--- config.mk ---
export PLATFORM = sky130hd
export DESIGN_NAME = byte_stuffing_codec
export DESIGN_NICKNAME = d
export VERILOG_FILES = /design/src/rtl/bsc_pkg.sv /design/src/rtl/byte_stuffing_codec.sv /design/src/rtl/bsc_front.sv /design/src/rtl/bsc_queue.sv /design/src/rtl/bsc_back.sv
export SDC_FILE = /design/constraint.sdc
export NUM_CORES = 1
export LEC_CHECK = 0
export BUFFER_PORTS_ARGS = -buffer_cell sky130_fd_sc_hd__buf_2
export CELL_PAD_IN_SITES_DETAIL_PLACEMENT = 1
export CELL_PAD_IN_SITES_GLOBAL_PLACEMENT = 1
export CORE_MARGIN = 8
export CORE_UTILIZATION = 45
export CTS_BUF_LIST = sky130_fd_sc_hd__clkbuf_2
export CTS_CLUSTER_DIAMETER = 50
export DETAILED_ROUTE_END_ITERATION = 8
export PLACE_DENSITY_LB_ADDON = 0.05
export SLEW_MARGIN = 20
export SYNTH_ARGS = -nofsm -noshare
export SYNTH_HDL_FRONTEND = slang
export SYNTH_SLANG_ARGS = --single-unit
--- constraint.sdc ---
create_clock -name i_clk -period 2.6 [get_ports i_clk]
set_input_delay 0.26 -clock i_clk [delete_from_list [all_inputs] [get_ports i_clk]]
set_output_delay 0.26 -clock i_clk [all_outputs]
set_load 0.01 [all_outputs]
--- src/rtl/bsc_pkg.sv ---
// Shared types and constants of the byte stuffing codec.
package bsc_pkg;

    localparam int QUEUE_DEPTH = 4;
    localparam int QUEUE_AW    = $clog2(QUEUE_DEPTH);
    localparam int QUEUE_CW    = $clog2(QUEUE_DEPTH + 1);

    localparam logic [1:0] CFG_MODE   = 2'd0;
    localparam logic [1:0] CFG_FLAG   = 2'd1;
    localparam logic [1:0] CFG_ESCAPE = 2'd2;

    localparam logic MODE_ENCODE = 1'b0;
    localparam logic MODE_DECODE = 1'b1;

    localparam logic [7:0] FLAG_RESET   = 8'd37;
    localparam logic [7:0] ESCAPE_RESET = 8'd42;

    typedef struct packed {
        logic       mode;
        logic [7:0] flag_byte;
        logic [7:0] escape_byte;
    } t_cfg;

    // One classified input byte, as the back end needs it.
    typedef struct packed {
        logic [7:0] data_byte;
        logic       lead_flag;
        logic       lead_escape;
        logic       trail_flag;
        logic       has_data;
        logic       err_open;
        logic       err_close;
        logic       frame_last;
    } t_cmd;

endpackage

--- src/rtl/byte_stuffing_codec.sv ---
// Byte stuffing framer and deframer with configurable flag and escape bytes.
// An accepted byte is queued; its results are then registered at the output.
// Throughput: one result per cycle unless the output stalls; an encoded byte
// yields one to four results, so the input rate is set by the back end output.
// Reset (synchronous, active low) empties the queue, clears the escape state and
// loads mode encode, flag 37 and escape 42.
module byte_stuffing_codec (
    input  logic       i_clk,
    input  logic       i_rst_n,
    input  logic       i_cfg_valid,
    output logic       o_cfg_ready,
    input  logic [1:0] i_cfg_index,
    input  logic [7:0] i_cfg_data,
    input  logic       i_s_tvalid,
    output logic       o_s_tready,
    input  logic [7:0] i_s_tdata,   // [7:0] in_byte
    input  logic       i_s_tuser,   // [0] frame_first
    input  logic       i_s_tlast,   // frame_last
    output logic       o_m_tvalid,
    input  logic       i_m_tready,
    output logic [7:0] o_m_tdata,   // [7:0] out_byte
    output logic [3:0] o_m_tuser,   // [0] has_data [1] err_open_flag [2] err_close_flag
                                    // [3] run_last
    output logic       o_m_tlast    // frame_end
);

    bsc_pkg::t_cfg r_cfg;
    bsc_pkg::t_cmd front_cmd;
    bsc_pkg::t_cmd head_cmd;
    logic          push;
    logic          pop;
    logic          full;
    logic          empty;

    assign o_cfg_ready = 1'b1;

    always_ff @(posedge i_clk) begin
        if (!i_rst_n) begin
            r_cfg.mode        <= bsc_pkg::MODE_ENCODE;
            r_cfg.flag_byte   <= bsc_pkg::FLAG_RESET;
            r_cfg.escape_byte <= bsc_pkg::ESCAPE_RESET;
        end else if (i_cfg_valid) begin
            unique case (i_cfg_index)
                bsc_pkg::CFG_MODE:   r_cfg.mode        <= i_cfg_data[0];
                bsc_pkg::CFG_FLAG:   r_cfg.flag_byte   <= i_cfg_data;
                bsc_pkg::CFG_ESCAPE: r_cfg.escape_byte <= i_cfg_data;
                default: ;
            endcase
        end
    end

    bsc_front u_front (
        .i_clk   (i_clk),
        .i_rst_n (i_rst_n),
        .i_cfg   (r_cfg),
        .i_valid (i_s_tvalid),
        .o_ready (o_s_tready),
        .i_byte  (i_s_tdata),
        .i_first (i_s_tuser),
        .i_last  (i_s_tlast),
        .i_full  (full),
        .o_push  (push),
        .o_cmd   (front_cmd)
    );

    bsc_queue u_queue (
        .i_clk   (i_clk),
        .i_rst_n (i_rst_n),
        .i_push  (push),
        .i_cmd   (front_cmd),
        .i_pop   (pop),
        .o_cmd   (head_cmd),
        .o_full  (full),
        .o_empty (empty)
    );

    bsc_back u_back (
        .i_clk   (i_clk),
        .i_rst_n (i_rst_n),
        .i_cfg   (r_cfg),
        .i_cmd   (head_cmd),
        .i_empty (empty),
        .o_pop   (pop),
        .o_valid (o_m_tvalid),
        .i_ready (i_m_tready),
        .o_byte  (o_m_tdata),
        .o_user  (o_m_tuser),
        .o_last  (o_m_tlast)
    );

endmodule

--- src/rtl/bsc_front.sv ---
// Front end: accepts input bytes, tracks the escape state and classifies each byte.
module bsc_front (
    input  logic          i_clk,
    input  logic          i_rst_n,
    input  bsc_pkg::t_cfg i_cfg,
    input  logic          i_valid,
    output logic          o_ready,
    input  logic [7:0]    i_byte,
    input  logic          i_first,
    input  logic          i_last,
    input  logic          i_full,
    output logic          o_push,
    output bsc_pkg::t_cmd o_cmd
);

    logic r_pend;
    logic n_pend;
    logic is_flag;
    logic is_esc;
    logic pend;
    logic dec_data;
    logic dec_eopen;
    logic dec_eclose;
    logic fire;
    logic needs_result;

    assign o_ready = !i_full;
    assign fire    = i_valid && o_ready;
    assign is_flag = (i_byte == i_cfg.flag_byte);
    assign is_esc  = (i_byte == i_cfg.escape_byte);
    // A first byte starts fresh, whatever escape was left open.
    assign pend    = r_pend && !i_first;

    always_comb begin
        if (pend) begin
            dec_data   = 1'b1;
            dec_eopen  = 1'b0;
            dec_eclose = 1'b0;
            n_pend     = 1'b0;
        end else begin
            dec_eopen  = !is_flag && i_first;
            dec_eclose = !is_flag && !i_first && i_last;
            dec_data   = !is_esc && !is_flag;
            n_pend     = is_esc && !i_last;
        end
        if (i_cfg.mode == bsc_pkg::MODE_ENCODE) begin
            n_pend = 1'b0;
        end
    end

    always_comb begin
        o_cmd.frame_last = i_last;
        if (i_cfg.mode == bsc_pkg::MODE_ENCODE) begin
            o_cmd.data_byte   = i_byte;
            o_cmd.lead_flag   = i_first;
            o_cmd.lead_escape = is_flag || is_esc;
            o_cmd.trail_flag  = i_last;
            o_cmd.has_data    = 1'b1;
            o_cmd.err_open    = 1'b0;
            o_cmd.err_close   = 1'b0;
            needs_result      = 1'b1;
        end else begin
            o_cmd.data_byte   = dec_data ? i_byte : 8'd0;
            o_cmd.lead_flag   = 1'b0;
            o_cmd.lead_escape = 1'b0;
            o_cmd.trail_flag  = 1'b0;
            o_cmd.has_data    = dec_data;
            o_cmd.err_open    = dec_eopen;
            o_cmd.err_close   = dec_eclose;
            needs_result      = dec_data || dec_eopen || dec_eclose || i_last;
        end
    end

    assign o_push = fire && needs_result;

    always_ff @(posedge i_clk) begin
        if (!i_rst_n) begin
            r_pend <= 1'b0;
        end else if (fire) begin
            r_pend <= n_pend;
        end
    end

endmodule

--- src/rtl/bsc_queue.sv ---
// Short command queue between the front end and the back end.
module bsc_queue (
    input  logic          i_clk,
    input  logic          i_rst_n,
    input  logic          i_push,
    input  bsc_pkg::t_cmd i_cmd,
    input  logic          i_pop,
    output bsc_pkg::t_cmd o_cmd,
    output logic          o_full,
    output logic          o_empty
);

    bsc_pkg::t_cmd                 r_mem [bsc_pkg::QUEUE_DEPTH];
    logic [bsc_pkg::QUEUE_AW-1:0]  r_wr;
    logic [bsc_pkg::QUEUE_AW-1:0]  r_rd;
    logic [bsc_pkg::QUEUE_CW-1:0]  r_count;
    logic                          do_push;
    logic                          do_pop;

    assign o_full  = (r_count == bsc_pkg::QUEUE_CW'(bsc_pkg::QUEUE_DEPTH));
    assign o_empty = (r_count == '0);
    assign do_push = i_push && !o_full;
    assign do_pop  = i_pop && !o_empty;
    assign o_cmd   = r_mem[r_rd];

    always_ff @(posedge i_clk) begin
        if (do_push) begin
            r_mem[r_wr] <= i_cmd;
        end
    end

    always_ff @(posedge i_clk) begin
        if (!i_rst_n) begin
            r_wr    <= '0;
            r_rd    <= '0;
            r_count <= '0;
        end else begin
            if (do_push) begin
                r_wr <= (r_wr == bsc_pkg::QUEUE_AW'(bsc_pkg::QUEUE_DEPTH - 1)) ?
                        '0 : r_wr + 1'b1;
            end
            if (do_pop) begin
                r_rd <= (r_rd == bsc_pkg::QUEUE_AW'(bsc_pkg::QUEUE_DEPTH - 1)) ?
                        '0 : r_rd + 1'b1;
            end
            if (do_push && !do_pop) begin
                r_count <= r_count + 1'b1;
            end else if (do_pop && !do_push) begin
                r_count <= r_count - 1'b1;
            end
        end
    end

endmodule

--- src/rtl/bsc_back.sv ---
// Back end: expands each command into its result bytes into an output register.
module bsc_back (
    input  logic          i_clk,
    input  logic          i_rst_n,
    input  bsc_pkg::t_cfg i_cfg,
    input  bsc_pkg::t_cmd i_cmd,
    input  logic          i_empty,
    output logic          o_pop,
    output logic          o_valid,
    input  logic          i_ready,
    output logic [7:0]    o_byte,
    output logic [3:0]    o_user,
    output logic          o_last
);

    localparam logic [2:0] PIECE_LEAD_FLAG = 3'b001;
    localparam logic [2:0] PIECE_ESCAPE    = 3'b010;
    localparam logic [2:0] PIECE_DATA      = 3'b100;
    localparam logic [2:0] PIECE_TRAIL     = 3'b000;

    logic [2:0] r_done;
    logic [2:0] piece;
    logic       r_valid;
    logic [7:0] r_byte;
    logic [3:0] r_user;
    logic       r_last;
    logic [7:0] piece_byte;
    logic       piece_data;
    logic       fin;
    logic       emit;

    always_comb begin
        if (i_cmd.lead_flag && !r_done[0]) begin
            piece = PIECE_LEAD_FLAG;
        end else if (i_cmd.lead_escape && !r_done[1]) begin
            piece = PIECE_ESCAPE;
        end else if (!r_done[2]) begin
            piece = PIECE_DATA;
        end else begin
            piece = PIECE_TRAIL;
        end
    end

    always_comb begin
        unique case (piece)
            PIECE_LEAD_FLAG: begin
                piece_byte = i_cfg.flag_byte;
                piece_data = 1'b1;
                fin        = 1'b0;
            end
            PIECE_ESCAPE: begin
                piece_byte = i_cfg.escape_byte;
                piece_data = 1'b1;
                fin        = 1'b0;
            end
            PIECE_DATA: begin
                piece_byte = i_cmd.data_byte;
                piece_data = i_cmd.has_data;
                fin        = !i_cmd.trail_flag;
            end
            default: begin
                piece_byte = i_cfg.flag_byte;
                piece_data = 1'b1;
                fin        = 1'b1;
            end
        endcase
    end

    assign emit    = !i_empty && (!r_valid || i_ready);
    assign o_pop   = emit && fin;
    assign o_valid = r_valid;
    assign o_byte  = r_byte;
    assign o_user  = r_user;
    assign o_last  = r_last;

    always_ff @(posedge i_clk) begin
        if (emit) begin
            r_byte <= piece_byte;
            // Error flags travel only with the data piece.
            r_user <= {fin,
                       i_cmd.err_close && (piece == PIECE_DATA),
                       i_cmd.err_open && (piece == PIECE_DATA),
                       piece_data};
            r_last <= fin && i_cmd.frame_last;
        end
    end

    always_ff @(posedge i_clk) begin
        if (!i_rst_n) begin
            r_valid <= 1'b0;
            r_done  <= '0;
        end else begin
            if (emit) begin
                r_valid <= 1'b1;
                r_done  <= fin ? 3'b000 : (r_done | piece);
            end else if (i_ready) begin
                r_valid <= 1'b0;
            end
        end
    end

endmodule

==> metrics.txt, run 1 <==
# TYPE chip_impl_metric gauge
chip_impl_metric{name="path_clk_slew",unit="ps"} 270
chip_impl_metric{name="maximum_fanout_along_the_worst_path",unit=""} 4
chip_impl_metric{name="core_util_final",unit="%"} 54.2
chip_impl_metric{name="syn-cell-area",unit="um^2"} 4370
chip_impl_metric{name="chipHeight",unit="um"} 115
chip_impl_metric{name="power.net_switching",unit="W"} 0.00144
chip_impl_metric{name="wirelength",unit="um"} 9950
chip_impl_info{name="clock_tree_from_tritoncts",value="built"} 1
chip_impl_metric{name="overall_power_after_layout",unit="W"} 0.00437
chip_impl_info{name="timing.setup.critical_path_class",value="register to register"} 1
chip_impl_metric{name="timing.fmax",unit="MHz"} 395
chip_impl_metric{name="routed_length_per_placed_instance",unit="um"} 19.5
chip_impl_info{name="sort_of_element_at_the_end_of_the_critical_path",value="register"} 1
chip_impl_metric{name="gp_congestion",unit=""} 0.788
chip_impl_info{name="grt_setup_unrepaired",value="true"} 1
chip_impl_metric{name="hold_viol",unit=""} 0
chip_impl_metric{name="clock_skew",unit="ps"} 20.1
chip_impl_metric{name="static-leakage-power",unit="nW"} 2.02
chip_impl_metric{name="antennaDiodeCount",unit=""} 0
chip_impl_metric{name="cts-root-to-sink-buffers",unit=""} 2
chip_impl_metric{name="synth.ff_latch_count",unit=""} 104
chip_impl_metric{name="antenna_found_initial",unit=""} 0
chip_impl_metric{name="data_required_time_of_the_critical_path",unit="ps"} 3120
chip_impl_metric{name="route.met2.wl",unit="um"} 5250
chip_impl_metric{name="timing.final.setup_violations",unit=""} 0
chip_impl_metric{name="worstMarginPinSlew",unit="ps"} 703
chip_impl_metric{name="drt_pass1_iterations",unit=""} 4
chip_impl_metric{name="final_layout_size_suffix_gt1_share",unit="%"} 27.1
chip_impl_metric{name="switching_share",unit="%"} 33.0
chip_impl_metric{name="p_per_area",unit="nW/um^2"} 841
chip_impl_metric{name="htreeDepth",unit=""} 3
chip_impl_metric{name="boundaryPins",unit=""} 41
chip_impl_metric{name="detail_route_antenna_nets",unit=""} 0
chip_impl_metric{name="syn-mean-instance-area",unit="um^2"} 14.8
chip_impl_metric{name="dr_total_vias",unit=""} 2637
chip_impl_metric{name="buffer_ports.inserted",unit=""} 39
chip_impl_metric{name="relSlewSlack",unit="%"} 53.1
chip_impl_metric{name="nFillCells",unit=""} 973
chip_impl_metric{name="maxCapViolations",unit=""} 0
chip_impl_metric{name="final.min_clock_period",unit="ps"} 2530
chip_impl_metric{name="m1WireLength",unit="um"} 4170
chip_impl_metric{name="final_cells",unit=""} 510
chip_impl_info{name="run_status",value="finished clean"} 1
chip_impl_metric{name="clkLatencyLatePin",unit="ps"} 570
chip_impl_metric{name="p_comb_share",unit="%"} 33.7
chip_impl_metric{name="drc",unit=""} 0
chip_impl_metric{name="place_worst_setup_slack",unit="ps"} -267
chip_impl_metric{name="initial_core_util",unit="%"} 45.6
chip_impl_metric{name="grt_overflow_total",unit=""} 0
chip_impl_metric{name="grt_first_pass_wirelength",unit="um"} 15800
chip_impl_metric{name="synth-seq-area-share",unit="%"} 64.3
chip_impl_metric{name="post-place-cells",unit=""} 477
chip_impl_metric{name="core-area",unit="um^2"} 9590
chip_impl_metric{name="ys_async_sr_fraction",unit="%"} 0
chip_impl_metric{name="drtIter0Drc",unit=""} 86
chip_impl_metric{name="dr_wl_met3",unit="um"} 344
chip_impl_metric{name="dpl.hpwl",unit="um"} 7070
chip_impl_info{name="clock_tree.root_cell",value="sky130_fd_sc_hd__clkbuf_2"} 1
chip_impl_metric{name="tcrit_tclk_final",unit="%"} 97.3
chip_impl_metric{name="tritoncts_sinks",unit=""} 104
chip_impl_metric{name="seq_power_share",unit="%"} 51.2
chip_impl_metric{name="die-width",unit="um"} 115
chip_impl_metric{name="report.final.slew_viol_count",unit=""} 0
chip_impl_info{name="worstSetupStartpointType",value="register"} 1
chip_impl_metric{name="synth_nets",unit=""} 328
chip_impl_info{name="hp-class",value="input pin to register"} 1
chip_impl_metric{name="drt-vias-per-instance",unit=""} 5.17
chip_impl_metric{name="groute.usage.overall",unit="%"} 16.3
chip_impl_metric{name="area_growth_syn_to_layout",unit="%"} 18.9
chip_impl_metric{name="die_area",unit="um^2"} 13100
chip_impl_metric{name="critical_path_arrival",unit="ps"} 3050
chip_impl_metric{name="clock_power_share",unit="%"} 15.1
chip_impl_metric{name="setup_ws",unit="ps"} 70.0
chip_impl_metric{name="finish.net_count",unit=""} 404
chip_impl_metric{name="cell_internal_power_dissipation",unit="W"} 0.00293
chip_impl_metric{name="netlist-cell-type-count",unit=""} 40
chip_impl_info{name="highest-signal-layer",value="met4"} 1
chip_impl_metric{name="timing.hold.ws",unit="ps"} 79.5
chip_impl_info{name="mostFrequentLayoutCell",value="sky130_fd_sc_hd__edfxtp_1"} 1
chip_impl_metric{name="synth_edf_count",unit=""} 73
chip_impl_metric{name="post_synth_inst_count",unit=""} 296
chip_impl_metric{name="cts_buffer_count",unit=""} 9
chip_impl_info{name="mostFrequentLayoutCells",value="sky130_fd_sc_hd__edfxtp_1, sky130_fd_sc_hd__buf_2, sky130_fd_sc_hd__dfxtp_1"} 1
chip_impl_metric{name="ir_drop",unit="uV"} 434
chip_impl_metric{name="largest_net_degree_at_the_start_of_global_routing",unit=""} 30
chip_impl_info{name="synthFlopType",value="sky130_fd_sc_hd__edfxtp_1"} 1
chip_impl_metric{name="first_global_vias",unit=""} 2871
chip_impl_metric{name="yosysWarnings",unit=""} 0
chip_impl_metric{name="placement_row_count",unit=""} 36
[layout make-up]
class	instances	area (um^2)	share of cell area (%)
Clock buffer	9	45.0	0.866
Timing Repair Buffer	77	563	10.8
Inverter	11	41.3	0.794
Clock inverter	7	47.5	0.914
Tap cell	133	166	3.20
Multi-Input combinational cell	169	1520	29.3
Sequential cell	104	2820	54.1
[synth_stat cells, drive strengths merged (2+ instances only)]
cell type | count | area share, %
a21boi | 2 | 0.34
a21oi | 9 | 1.1
a221o | 8 | 1.8
and2 | 9 | 1.3
and3 | 10 | 1.4
buf | 3 | 0.54
clkbuf | 9 | 0.77
dfxtp | 31 | 14
edfxtp | 73 | 50
ha | 6 | 1.7
inv | 11 | 0.94
mux2i | 21 | 4.8
mux4 | 15 | 8.0
nand2 | 19 | 1.7
nand3b | 2 | 0.34
nor2 | 9 | 0.77
nor2b | 22 | 3.1
nor4 | 4 | 0.57
xor2 | 17 | 3.4
[through the flow]
step / cell area [um^2] / TNS [ps]
detailed placement: 4900 / -410
global placement: 4900 / -258
floorplan: 4390 / 0
CTS: 5150 / -2.88
finish: 5200 / 0
global route: 5200 / -48.7
[critical path, stage by stage, from the launching register on]
cell and delay, ps:
sky130_fd_sc_hd__dfxtp_4 440, sky130_fd_sc_hd__mux4_2 540, sky130_fd_sc_hd__a222oi_1 290, sky130_fd_sc_hd__buf_4 200, sky130_fd_sc_hd__nand2_4 60, sky130_fd_sc_hd__ha_4 170
sky130_fd_sc_hd__inv_2 50, sky130_fd_sc_hd__fa_2 190, sky130_fd_sc_hd__xor2_1 60, sky130_fd_sc_hd__or3_1 330, sky130_fd_sc_hd__a21boi_2 150
[layer usage]
layer  vias to the layer above  track usage, %
li1                       1247               -
met1                      1340            18.4
met2                        39            28.9
met3                        11            3.32
met4                         0            7.72
met5                         -               0
[timing repair]
item | in CTS | in global routing
setup endpoints to repair | 2 | 6
resized for setup | 7 | 4
pin swaps | 6 | 4
hold buffers | 12 | 1
setup buffers | 4 | 1
cloned | 0 | 0
endpoints found under the hold margin | 22 | 1
[power by group through the flow]
| stage | clock network [W] | logic [W] | registers (W) |
|---|---|---|---|
| 3_5_place_dp | 0 | 0.00141 | 0.00228 |
| 5_1_grt | 0.000748 | 0.00161 | 0.00227 |
| 2_1_floorplan | 0 | 0.000793 | 0.00230 |
| 4_1_cts | 0.000695 | 0.00147 | 0.00225 |
| 3_3_place_gp | 0 | 0.00137 | 0.00227 |
| 6_report | 0.000662 | 0.00147 | 0.00224 |
[sequential cells by signal, summed over array words and instances, names as in the netlist, 2 cells and up, named ones only]
signal / flops
r_cfg: 17
u_back.o_byte: 8
u_back.o_user: 4
u_back.r_done: 3
u_queue.r_count: 3
u_queue.r_mem: 60
u_queue.r_rd: 2
u_queue.r_wr: 2
[logic make-up after synthesis]
family	synth area share, %
AO/OA/AOI/OAI	4.75
XOR/XNOR	3.61
adder cells (fa/ha/maj)	2.17
buffers and inverters	2.26
flip-flops	64.3
multiplexers	12.8
other	0.0858
AND/OR/NAND/NOR	10.0
[path summary, 6_finish.rpt]
kind                        from                 end  slack [ps]  depth (start not counted)
setup reg to reg        register  u_queue.r_count[2]          70                         10
setup / recovery        register  u_queue.r_count[2]          70                         10
hold reg to reg   u_back.o_valid      u_back.o_valid         520                          2
hold / removal           i_rst_n            r_cfg[3]          80                          2
(Power assumes the default switching activity.)
==> inputs of run 2 (changes only) <==
==> constraint.sdc (replaced) <==
create_clock -name i_clk -period 2.6 [get_ports i_clk]
set_input_delay 0.39 -clock i_clk [delete_from_list [all_inputs] [get_ports i_clk]]
set_output_delay 0.39 -clock i_clk [all_outputs]
set_load 0.01 [all_outputs]
==> metrics.txt, run 2 (synthesis gave the netlist of run 1 again) <==
# TYPE chip_impl_metric gauge
chip_impl_info{name="run_status",value="finished clean"} 1
chip_impl_metric{name="worstMarginPinSlew",unit="ps"} 624
chip_impl_metric{name="core_util_final",unit="%"} 53.9
chip_impl_metric{name="final.min_clock_period",unit="ps"} 2490
chip_impl_metric{name="dpl.hpwl",unit="um"} 7080
chip_impl_metric{name="final_cells",unit=""} 507
chip_impl_info{name="mostFrequentLayoutCell",value="sky130_fd_sc_hd__edfxtp_1"} 1
chip_impl_metric{name="routed_length_per_placed_instance",unit="um"} 19.5
chip_impl_info{name="grt_setup_unrepaired",value="true"} 1
chip_impl_metric{name="placement_row_count",unit=""} 36
chip_impl_metric{name="grt_overflow_total",unit=""} 0
chip_impl_metric{name="wirelength",unit="um"} 9900
chip_impl_metric{name="p_comb_share",unit="%"} 33.0
chip_impl_info{name="worstSetupStartpointType",value="register"} 1
chip_impl_metric{name="count_of_buffering_cells_on_the_critical_path_with_inverters_included",unit=""} 2
chip_impl_info{name="timing.setup.critical_path_class",value="register to register"} 1
chip_impl_metric{name="cp_slowest_stage_delay",unit="ps"} 410
chip_impl_metric{name="die_area",unit="um^2"} 13100
chip_impl_metric{name="data_required_time_of_the_critical_path",unit="ps"} 3150
chip_impl_metric{name="maxCapViolations",unit=""} 0
chip_impl_metric{name="setup_ws",unit="ps"} 106
chip_impl_metric{name="clkLatencyLatePin",unit="ps"} 600
chip_impl_metric{name="tritoncts_sinks",unit=""} 104
chip_impl_metric{name="p_per_area",unit="nW/um^2"} 852
chip_impl_metric{name="area_growth_syn_to_layout",unit="%"} 18.3
chip_impl_metric{name="detail_route_antenna_nets",unit=""} 0
chip_impl_metric{name="tcrit_tclk_final",unit="%"} 95.9
chip_impl_info{name="worst_path_most_repeated_cell",value="sky130_fd_sc_hd__xor2_1"} 1
chip_impl_metric{name="clock_power_share",unit="%"} 16.4
chip_impl_metric{name="drtIter0Drc",unit=""} 165
chip_impl_metric{name="hold_viol",unit=""} 0
chip_impl_metric{name="power.net_switching",unit="W"} 0.00148
chip_impl_metric{name="grt_first_pass_wirelength",unit="um"} 15600
chip_impl_metric{name="seq_power_share",unit="%"} 50.6
chip_impl_metric{name="finish.net_count",unit=""} 401
chip_impl_metric{name="ir_drop",unit="uV"} 449
chip_impl_metric{name="die-width",unit="um"} 115
chip_impl_metric{name="core-area",unit="um^2"} 9590
chip_impl_metric{name="report.final.slew_viol_count",unit=""} 0
chip_impl_metric{name="largest_net_degree_at_the_start_of_global_routing",unit=""} 30
chip_impl_metric{name="detailed_place.area",unit="um^2"} 4940
chip_impl_info{name="clock_tree_from_tritoncts",value="built"} 1
chip_impl_metric{name="buffer_ports.inserted",unit=""} 39
chip_impl_info{name="registers.top_by_ff_count",value="u_queue.r_mem"} 1
chip_impl_metric{name="finish.instance_area",unit="um^2"} 5170
chip_impl_metric{name="htreeDepth",unit=""} 3
chip_impl_metric{name="timing.final.setup_violations",unit=""} 0
chip_impl_info{name="mostFrequentLayoutCells",value="sky130_fd_sc_hd__edfxtp_1, sky130_fd_sc_hd__buf_2, sky130_fd_sc_hd__dfxtp_1, sky130_fd_sc_hd__buf_4, sky130_fd_sc_hd__nor2b_1"} 1
chip_impl_metric{name="place_worst_setup_slack",unit="ps"} -97.5
chip_impl_metric{name="clock_skew",unit="ps"} 28.9
chip_impl_metric{name="overall_power_after_layout",unit="W"} 0.00441
chip_impl_metric{name="cts_buffer_count",unit=""} 9
chip_impl_info{name="hp-class",value="input pin to register"} 1
chip_impl_metric{name="nFillCells",unit=""} 965
chip_impl_metric{name="initial_core_util",unit="%"} 45.6
chip_impl_metric{name="drt-vias-per-instance",unit=""} 5.17
chip_impl_info{name="path_cells",value="xor2_1, nor4_2, buf_4, nand2_1, o31a_1, ha_4, inv_2, fa_2, xor2_1, or3_1, a21boi_1"} 1
chip_impl_metric{name="post-place-cells",unit=""} 482
chip_impl_metric{name="largest_reg_flops",unit=""} 60
chip_impl_metric{name="cell_internal_power_dissipation",unit="W"} 0.00293
chip_impl_metric{name="maximum_fanout_along_the_worst_path",unit=""} 3
chip_impl_info{name="clock_tree.root_cell",value="sky130_fd_sc_hd__clkbuf_2"} 1
chip_impl_metric{name="final_layout_size_suffix_gt1_share",unit="%"} 29.9
chip_impl_metric{name="cts-root-to-sink-buffers",unit=""} 2
chip_impl_metric{name="relSlewSlack",unit="%"} 58.3
chip_impl_metric{name="switching_share",unit="%"} 33.5
chip_impl_metric{name="antenna_found_initial",unit=""} 0
chip_impl_info{name="crit_slowest_cell",value="sky130_fd_sc_hd__dfxtp_1"} 1
chip_impl_info{name="sort_of_element_at_the_end_of_the_critical_path",value="register"} 1
chip_impl_metric{name="boundaryPins",unit=""} 41
chip_impl_metric{name="groute.usage.overall",unit="%"} 16.1
chip_impl_metric{name="chipHeight",unit="um"} 115
chip_impl_metric{name="critical_path_arrival",unit="ps"} 3050
chip_impl_info{name="cp_top_family",value="simple AND/OR/NAND/NOR gates"} 1
chip_impl_metric{name="static-leakage-power",unit="nW"} 2.01
chip_impl_metric{name="dr_total_vias",unit=""} 2621
chip_impl_metric{name="path_clk_slew",unit="ps"} 280
chip_impl_metric{name="drc",unit=""} 0
chip_impl_metric{name="drt_pass1_iterations",unit=""} 4
chip_impl_metric{name="antennaDiodeCount",unit=""} 0
chip_impl_metric{name="first_global_vias",unit=""} 2902
chip_impl_metric{name="gp_congestion",unit=""} 0.757
chip_impl_metric{name="timing.fmax",unit="MHz"} 401
run 2: changes by cell type in the layout (fill, tap and decap cells not counted), moves of 3 or more:
cell	delta
sky130_fd_sc_hd__buf_4	+4
sky130_fd_sc_hd__clkinv_1	-3
sky130_fd_sc_hd__dfxtp_1	-5
sky130_fd_sc_hd__dfxtp_2	+5
sky130_fd_sc_hd__dlygate4sd3_1	-7
run 2: layer usage:
metal / vias up / wire [um] / GRT usage (%)
li1: 1244 / - / -
met3: 12 / 399 / 3.64
met2: 46 / 5210 / 28.3
met5: - / 0 / 0
met1: 1319 / 4140 / 18.8
met4: 0 / 157 / 6.21
run 2: what timing repair did:
action / 4_1_cts / 5_1_grt
buffers inserted: 1 / 2
hold endpoints to repair: 9 / 1
pin swaps: 1 / 3
hold buffers: 5 / 1
setup endpoints to repair: 2 / 2
resized for setup: 1 / 13
run 2: power by group through the flow:
| stage | Sequential [W] | Combinational (W) | Clock (W) |
|---|---|---|---|
| 2_1_floorplan | 0.00230 | 0.000793 | 0 |
| 3_5_place_dp | 0.00227 | 0.00142 | 0 |
| 6_report | 0.00223 | 0.00145 | 0.000724 |
| 4_1_cts | 0.00223 | 0.00144 | 0.000751 |
| 5_1_grt | 0.00226 | 0.00161 | 0.000817 |
| 3_3_place_gp | 0.00226 | 0.00139 | 0 |
run 2: stage by stage:
step | TNS, ps | hold slack (ps)
floorplan | 0 | 437
global placement | -19.7 | 454
detailed placement | -101 | 466
CTS | 0 | 2.34
global route | -21.7 | 2.67
finish | 0 | 49.5
run 2: worst paths after layout:
kind	endpoint	startpoint	cells past startpoint	slack (ps)
min	u_back.o_valid	i_m_tready	4	50
max	u_queue.r_count[2]	r_cfg[4]	11	110
min reg2reg	u_back.o_valid	u_back.o_valid	2	510
max reg2reg	u_queue.r_count[2]	r_cfg[4]	11	110
run 2: area by class of cell:
cell class / count / area (um^2) / share of cell area (%)
sequential: 104 / 2820 / 54.6
timing repair buffer: 74 / 523 / 10.1
multi-input combinational: 169 / 1510 / 29.2
inverter: 11 / 41.3 / 0.798
clock buffer: 9 / 45.0 / 0.871
clock inverter: 7 / 66.3 / 1.28
tap: 133 / 166 / 3.22
run 2: worst register-to-register path, delay by kind of cell, from the launching register on:
family | cells | cell delay (ps)
xor gates and xnor gates | 2 | 250
adders and majority gates | 2 | 370
AOI/OAI and AO/OA | 2 | 450
DFF | 1 | 410
and+or+nand+nor | 3 | 760
buffers and inverters | 2 | 230
==> inputs of run 3 (changes only) <==
--- a/config.mk
+++ b/config.mk
@@ -5,11 +5,13 @@
 export SDC_FILE = /design/constraint.sdc
 export NUM_CORES = 1
 export LEC_CHECK = 0
+export ABC_AREA = 1
 export BUFFER_PORTS_ARGS = -buffer_cell sky130_fd_sc_hd__buf_2
+export CAP_MARGIN = 10
 export CELL_PAD_IN_SITES_DETAIL_PLACEMENT = 1
 export CELL_PAD_IN_SITES_GLOBAL_PLACEMENT = 1
 export CORE_MARGIN = 8
-export CORE_UTILIZATION = 45
+export CORE_UTILIZATION = 43
 export CTS_BUF_LIST = sky130_fd_sc_hd__clkbuf_2
 export CTS_CLUSTER_DIAMETER = 50
 export DETAILED_ROUTE_END_ITERATION = 8
==> metrics.txt, run 3 <==
# TYPE chip_impl_metric gauge
chip_impl_metric{name="cts_buffer_count",unit=""} 9
chip_impl_metric{name="timing.fmax",unit="MHz"} 434
chip_impl_metric{name="synth-seq-area-share",unit="%"} 62.4
chip_impl_metric{name="groute.usage.overall",unit="%"} 16.3
chip_impl_info{name="clock_tree.root_cell",value="sky130_fd_sc_hd__clkbuf_2"} 1
chip_impl_metric{name="maximum_fanout_along_the_worst_path",unit=""} 6
chip_impl_metric{name="drt-vias-per-instance",unit=""} 4.97
chip_impl_metric{name="finish.net_count",unit=""} 553
chip_impl_metric{name="nFillCells",unit=""} 1190
chip_impl_metric{name="cts-root-to-sink-buffers",unit=""} 2
chip_impl_metric{name="antenna_found_initial",unit=""} 0
chip_impl_metric{name="data_required_time_of_the_critical_path",unit="ps"} 3070
chip_impl_info{name="commonest_cells_in_the_netlist",value="sky130_fd_sc_hd__nand2_1, sky130_fd_sc_hd__nor2_1, sky130_fd_sc_hd__edfxtp_1, sky130_fd_sc_hd__inv_1, sky130_fd_sc_hd__o21ai_0"} 1
chip_impl_metric{name="seq_power_share",unit="%"} 45.7
chip_impl_metric{name="tritoncts_sinks",unit=""} 104
chip_impl_metric{name="grt_overflow_total",unit=""} 0
chip_impl_metric{name="clock_power_share",unit="%"} 14.8
chip_impl_metric{name="timing.final.setup_violations",unit=""} 0
chip_impl_metric{name="switching_share",unit="%"} 39.2
chip_impl_metric{name="ir_drop",unit="uV"} 364
chip_impl_metric{name="power.net_switching",unit="W"} 0.00197
chip_impl_metric{name="p_comb_share",unit="%"} 39.6
chip_impl_metric{name="path_clk_slew",unit="ps"} 250
chip_impl_info{name="hp-class",value="input pin to register"} 1
chip_impl_metric{name="synth_nets",unit=""} 488
chip_impl_metric{name="die_area",unit="um^2"} 14000
chip_impl_metric{name="dpl.hpwl",unit="um"} 8230
chip_impl_metric{name="chipHeight",unit="um"} 118
chip_impl_metric{name="clkLatencyLatePin",unit="ps"} 560
chip_impl_info{name="clock_tree_from_tritoncts",value="built"} 1
chip_impl_metric{name="hold_viol",unit=""} 0
chip_impl_metric{name="largest_net_degree_at_the_start_of_global_routing",unit=""} 28
chip_impl_metric{name="final_layout_size_suffix_gt1_share",unit="%"} 18.1
chip_impl_metric{name="antennaDiodeCount",unit=""} 0
chip_impl_metric{name="boundaryPins",unit=""} 41
chip_impl_metric{name="drc",unit=""} 0
chip_impl_info{name="grt_setup_unrepaired",value="false"} 1
chip_impl_metric{name="area_growth_syn_to_layout",unit="%"} 14.7
chip_impl_metric{name="critical_path_arrival",unit="ps"} 2780
chip_impl_metric{name="htreeDepth",unit=""} 3
chip_impl_metric{name="detail_route_antenna_nets",unit=""} 0
chip_impl_metric{name="timing.hold.ws",unit="ps"} 84.8
chip_impl_metric{name="final.min_clock_period",unit="ps"} 2310
chip_impl_metric{name="initial_core_util",unit="%"} 44.1
chip_impl_info{name="synth_area_leaders",value="sky130_fd_sc_hd__edfxtp_1, sky130_fd_sc_hd__dfxtp_1, sky130_fd_sc_hd__nand2_1"} 1
chip_impl_info{name="mostFrequentLayoutCells",value="sky130_fd_sc_hd__nor2_1, sky130_fd_sc_hd__nand2_1, sky130_fd_sc_hd__edfxtp_1"} 1
chip_impl_metric{name="post_synth_inst_count",unit=""} 456
chip_impl_metric{name="synth.ff_latch_count",unit=""} 104
chip_impl_info{name="registers.top_by_ff_count",value="u_queue.r_mem"} 1
chip_impl_metric{name="grt_first_pass_wirelength",unit="um"} 17900
chip_impl_metric{name="synth_edf_count",unit=""} 73
chip_impl_metric{name="fraction_of_synthesized_cell_area_taken_by_the_top_area_cell_type",unit="%"} 48.6
chip_impl_info{name="timing.setup.critical_path_class",value="register to register"} 1
chip_impl_metric{name="maxCapViolations",unit=""} 0
chip_impl_metric{name="tns",unit="ps"} 0
chip_impl_metric{name="dr_total_vias",unit=""} 3292
chip_impl_metric{name="yosysWarnings",unit=""} 0
chip_impl_metric{name="core-area",unit="um^2"} 10200
chip_impl_metric{name="buffer_ports.inserted",unit=""} 39
chip_impl_metric{name="finish.instance_area",unit="um^2"} 5170
chip_impl_metric{name="die-width",unit="um"} 118
chip_impl_metric{name="detailed_place.area",unit="um^2"} 4970
chip_impl_metric{name="placement_row_count",unit=""} 37
chip_impl_metric{name="syn-cell-area",unit="um^2"} 4510
chip_impl_metric{name="drtIter0Drc",unit=""} 153
chip_impl_metric{name="drt_pass1_iterations",unit=""} 4
chip_impl_metric{name="p_per_area",unit="nW/um^2"} 971
chip_impl_info{name="run_status",value="finished clean"} 1
chip_impl_metric{name="routed_length_per_placed_instance",unit="um"} 16.6
chip_impl_metric{name="ys_async_sr_fraction",unit="%"} 0
chip_impl_metric{name="first_global_vias",unit=""} 3447
chip_impl_info{name="worstSetupStartpointType",value="register"} 1
chip_impl_metric{name="syn-mean-instance-area",unit="um^2"} 9.88
chip_impl_metric{name="static-leakage-power",unit="nW"} 2.10
chip_impl_metric{name="report.final.slew_viol_count",unit=""} 0
chip_impl_info{name="synthFlopType",value="sky130_fd_sc_hd__edfxtp_1"} 1
chip_impl_metric{name="netlist-cell-type-count",unit=""} 34
chip_impl_info{name="synth_area_leader",value="sky130_fd_sc_hd__edfxtp_1"} 1
chip_impl_metric{name="largest_reg_flops",unit=""} 60
chip_impl_info{name="sort_of_element_at_the_end_of_the_critical_path",value="register"} 1
chip_impl_metric{name="tcrit_tclk_final",unit="%"} 88.7
chip_impl_metric{name="clock_skew",unit="ps"} 33.1
chip_impl_metric{name="gp_congestion",unit=""} 0.793
chip_impl_metric{name="cell_internal_power_dissipation",unit="W"} 0.00305
chip_impl_metric{name="wirelength",unit="um"} 11000
-- run 3: cell count changes after synthesis, sizes merged, moves of 17 or more --
| cell | change |
|---|---|
| nor2 | +73 |
| nand2 | +62 |
| o21ai | +41 |
| inv | +39 |
| nand3 | +30 |
| nor2b | -22 |
| mux2i | -21 |
| xor2 | -17 |
-- run 3: power by group through the flow --
stage	clock (W)	combinational [W]	sequential, W
floorplan	0	0.00120	0.00237
global placement	0	0.00194	0.00232
detailed placement	0	0.00199	0.00233
CTS	0.000768	0.00199	0.00229
global route	0.000823	0.00222	0.00232
finish	0.000741	0.00199	0.00229
-- run 3: cells by family after synthesis --
logic type	count (synthesis)	synth area share, %
xor+xnor	10	1.94
other cells	1	0.0832
flops	104	62.4
compound gates	73	8.66
fa+ha+maj	7	2.11
buf+inv	63	5.58
simple gates	198	19.2
-- run 3: per-stage QoR --
stage                     instances  total power [W]  setup WS (ps)  util [%]
final                           662          0.00502            295      50.5
after global routing            662          0.00537           40.0      50.5
after global placement          638          0.00426            149      48.5
after CTS                       654          0.00505            118      49.6
after detailed placement        638          0.00432            104      48.5
after floorplan                 456          0.00356            333         -
-- run 3: layout make-up --
class | instances | area, um^2 | share of cell area, %
clock inverter | 6 | 60.1 | 1.16
multi-input combinational | 289 | 1450 | 28.1
timing repair buffer | 66 | 415 | 8.03
tap | 136 | 170 | 3.29
clock buffer | 10 | 50.0 | 0.968
inverter | 51 | 199 | 3.85
sequential | 104 | 2820 | 54.6
-- run 3: per-layer routing --
metal,wire length (um),track usage [%],vias up
li1,-,-,1647
met4,155,5.06,0
met2,5390,27.3,52
met5,0,0,-
met3,396,3.86,12
met1,5010,20.4,1581
-- run 3: timing repair --
action	CTS	global route
endpoints found under the setup margin	0	2
resized for setup	0	10
hold buffers	0	7
endpoints found under the hold margin	0	9
buffers inserted	0	1
-- run 3: path summary, 6_finish.rpt --
| kind | start | to | slack, ps | depth (start not counted) |
|---|---|---|---|---|
| min | i_cfg_data[0] | r_cfg[8] | 80 | 3 |
| max reg2reg | register | u_queue.r_count[2] | 290 | 16 |
| max | register | u_queue.r_count[2] | 290 | 16 |
| min reg2reg | r_cfg[1] | r_cfg[1] | 520 | 2 |
-- run 3: critical path: stages (launching register included) --
cell and delay, ps:
sky130_fd_sc_hd__dfxtp_4 440, sky130_fd_sc_hd__buf_4 130, sky130_fd_sc_hd__nor2_1 50, sky130_fd_sc_hd__nor2_1 100, sky130_fd_sc_hd__o21ai_1 70, sky130_fd_sc_hd__nand2_1 110, sky130_fd_sc_hd__nand2_4 80, sky130_fd_sc_hd__nand2_4 110
sky130_fd_sc_hd__inv_4 50, sky130_fd_sc_hd__nand3_4 80, sky130_fd_sc_hd__ha_1 150, sky130_fd_sc_hd__inv_1 60, sky130_fd_sc_hd__fa_1 380, sky130_fd_sc_hd__a21oi_1 140, sky130_fd_sc_hd__o21ai_1 90, sky130_fd_sc_hd__o21ai_1 120
sky130_fd_sc_hd__a21oi_1 50
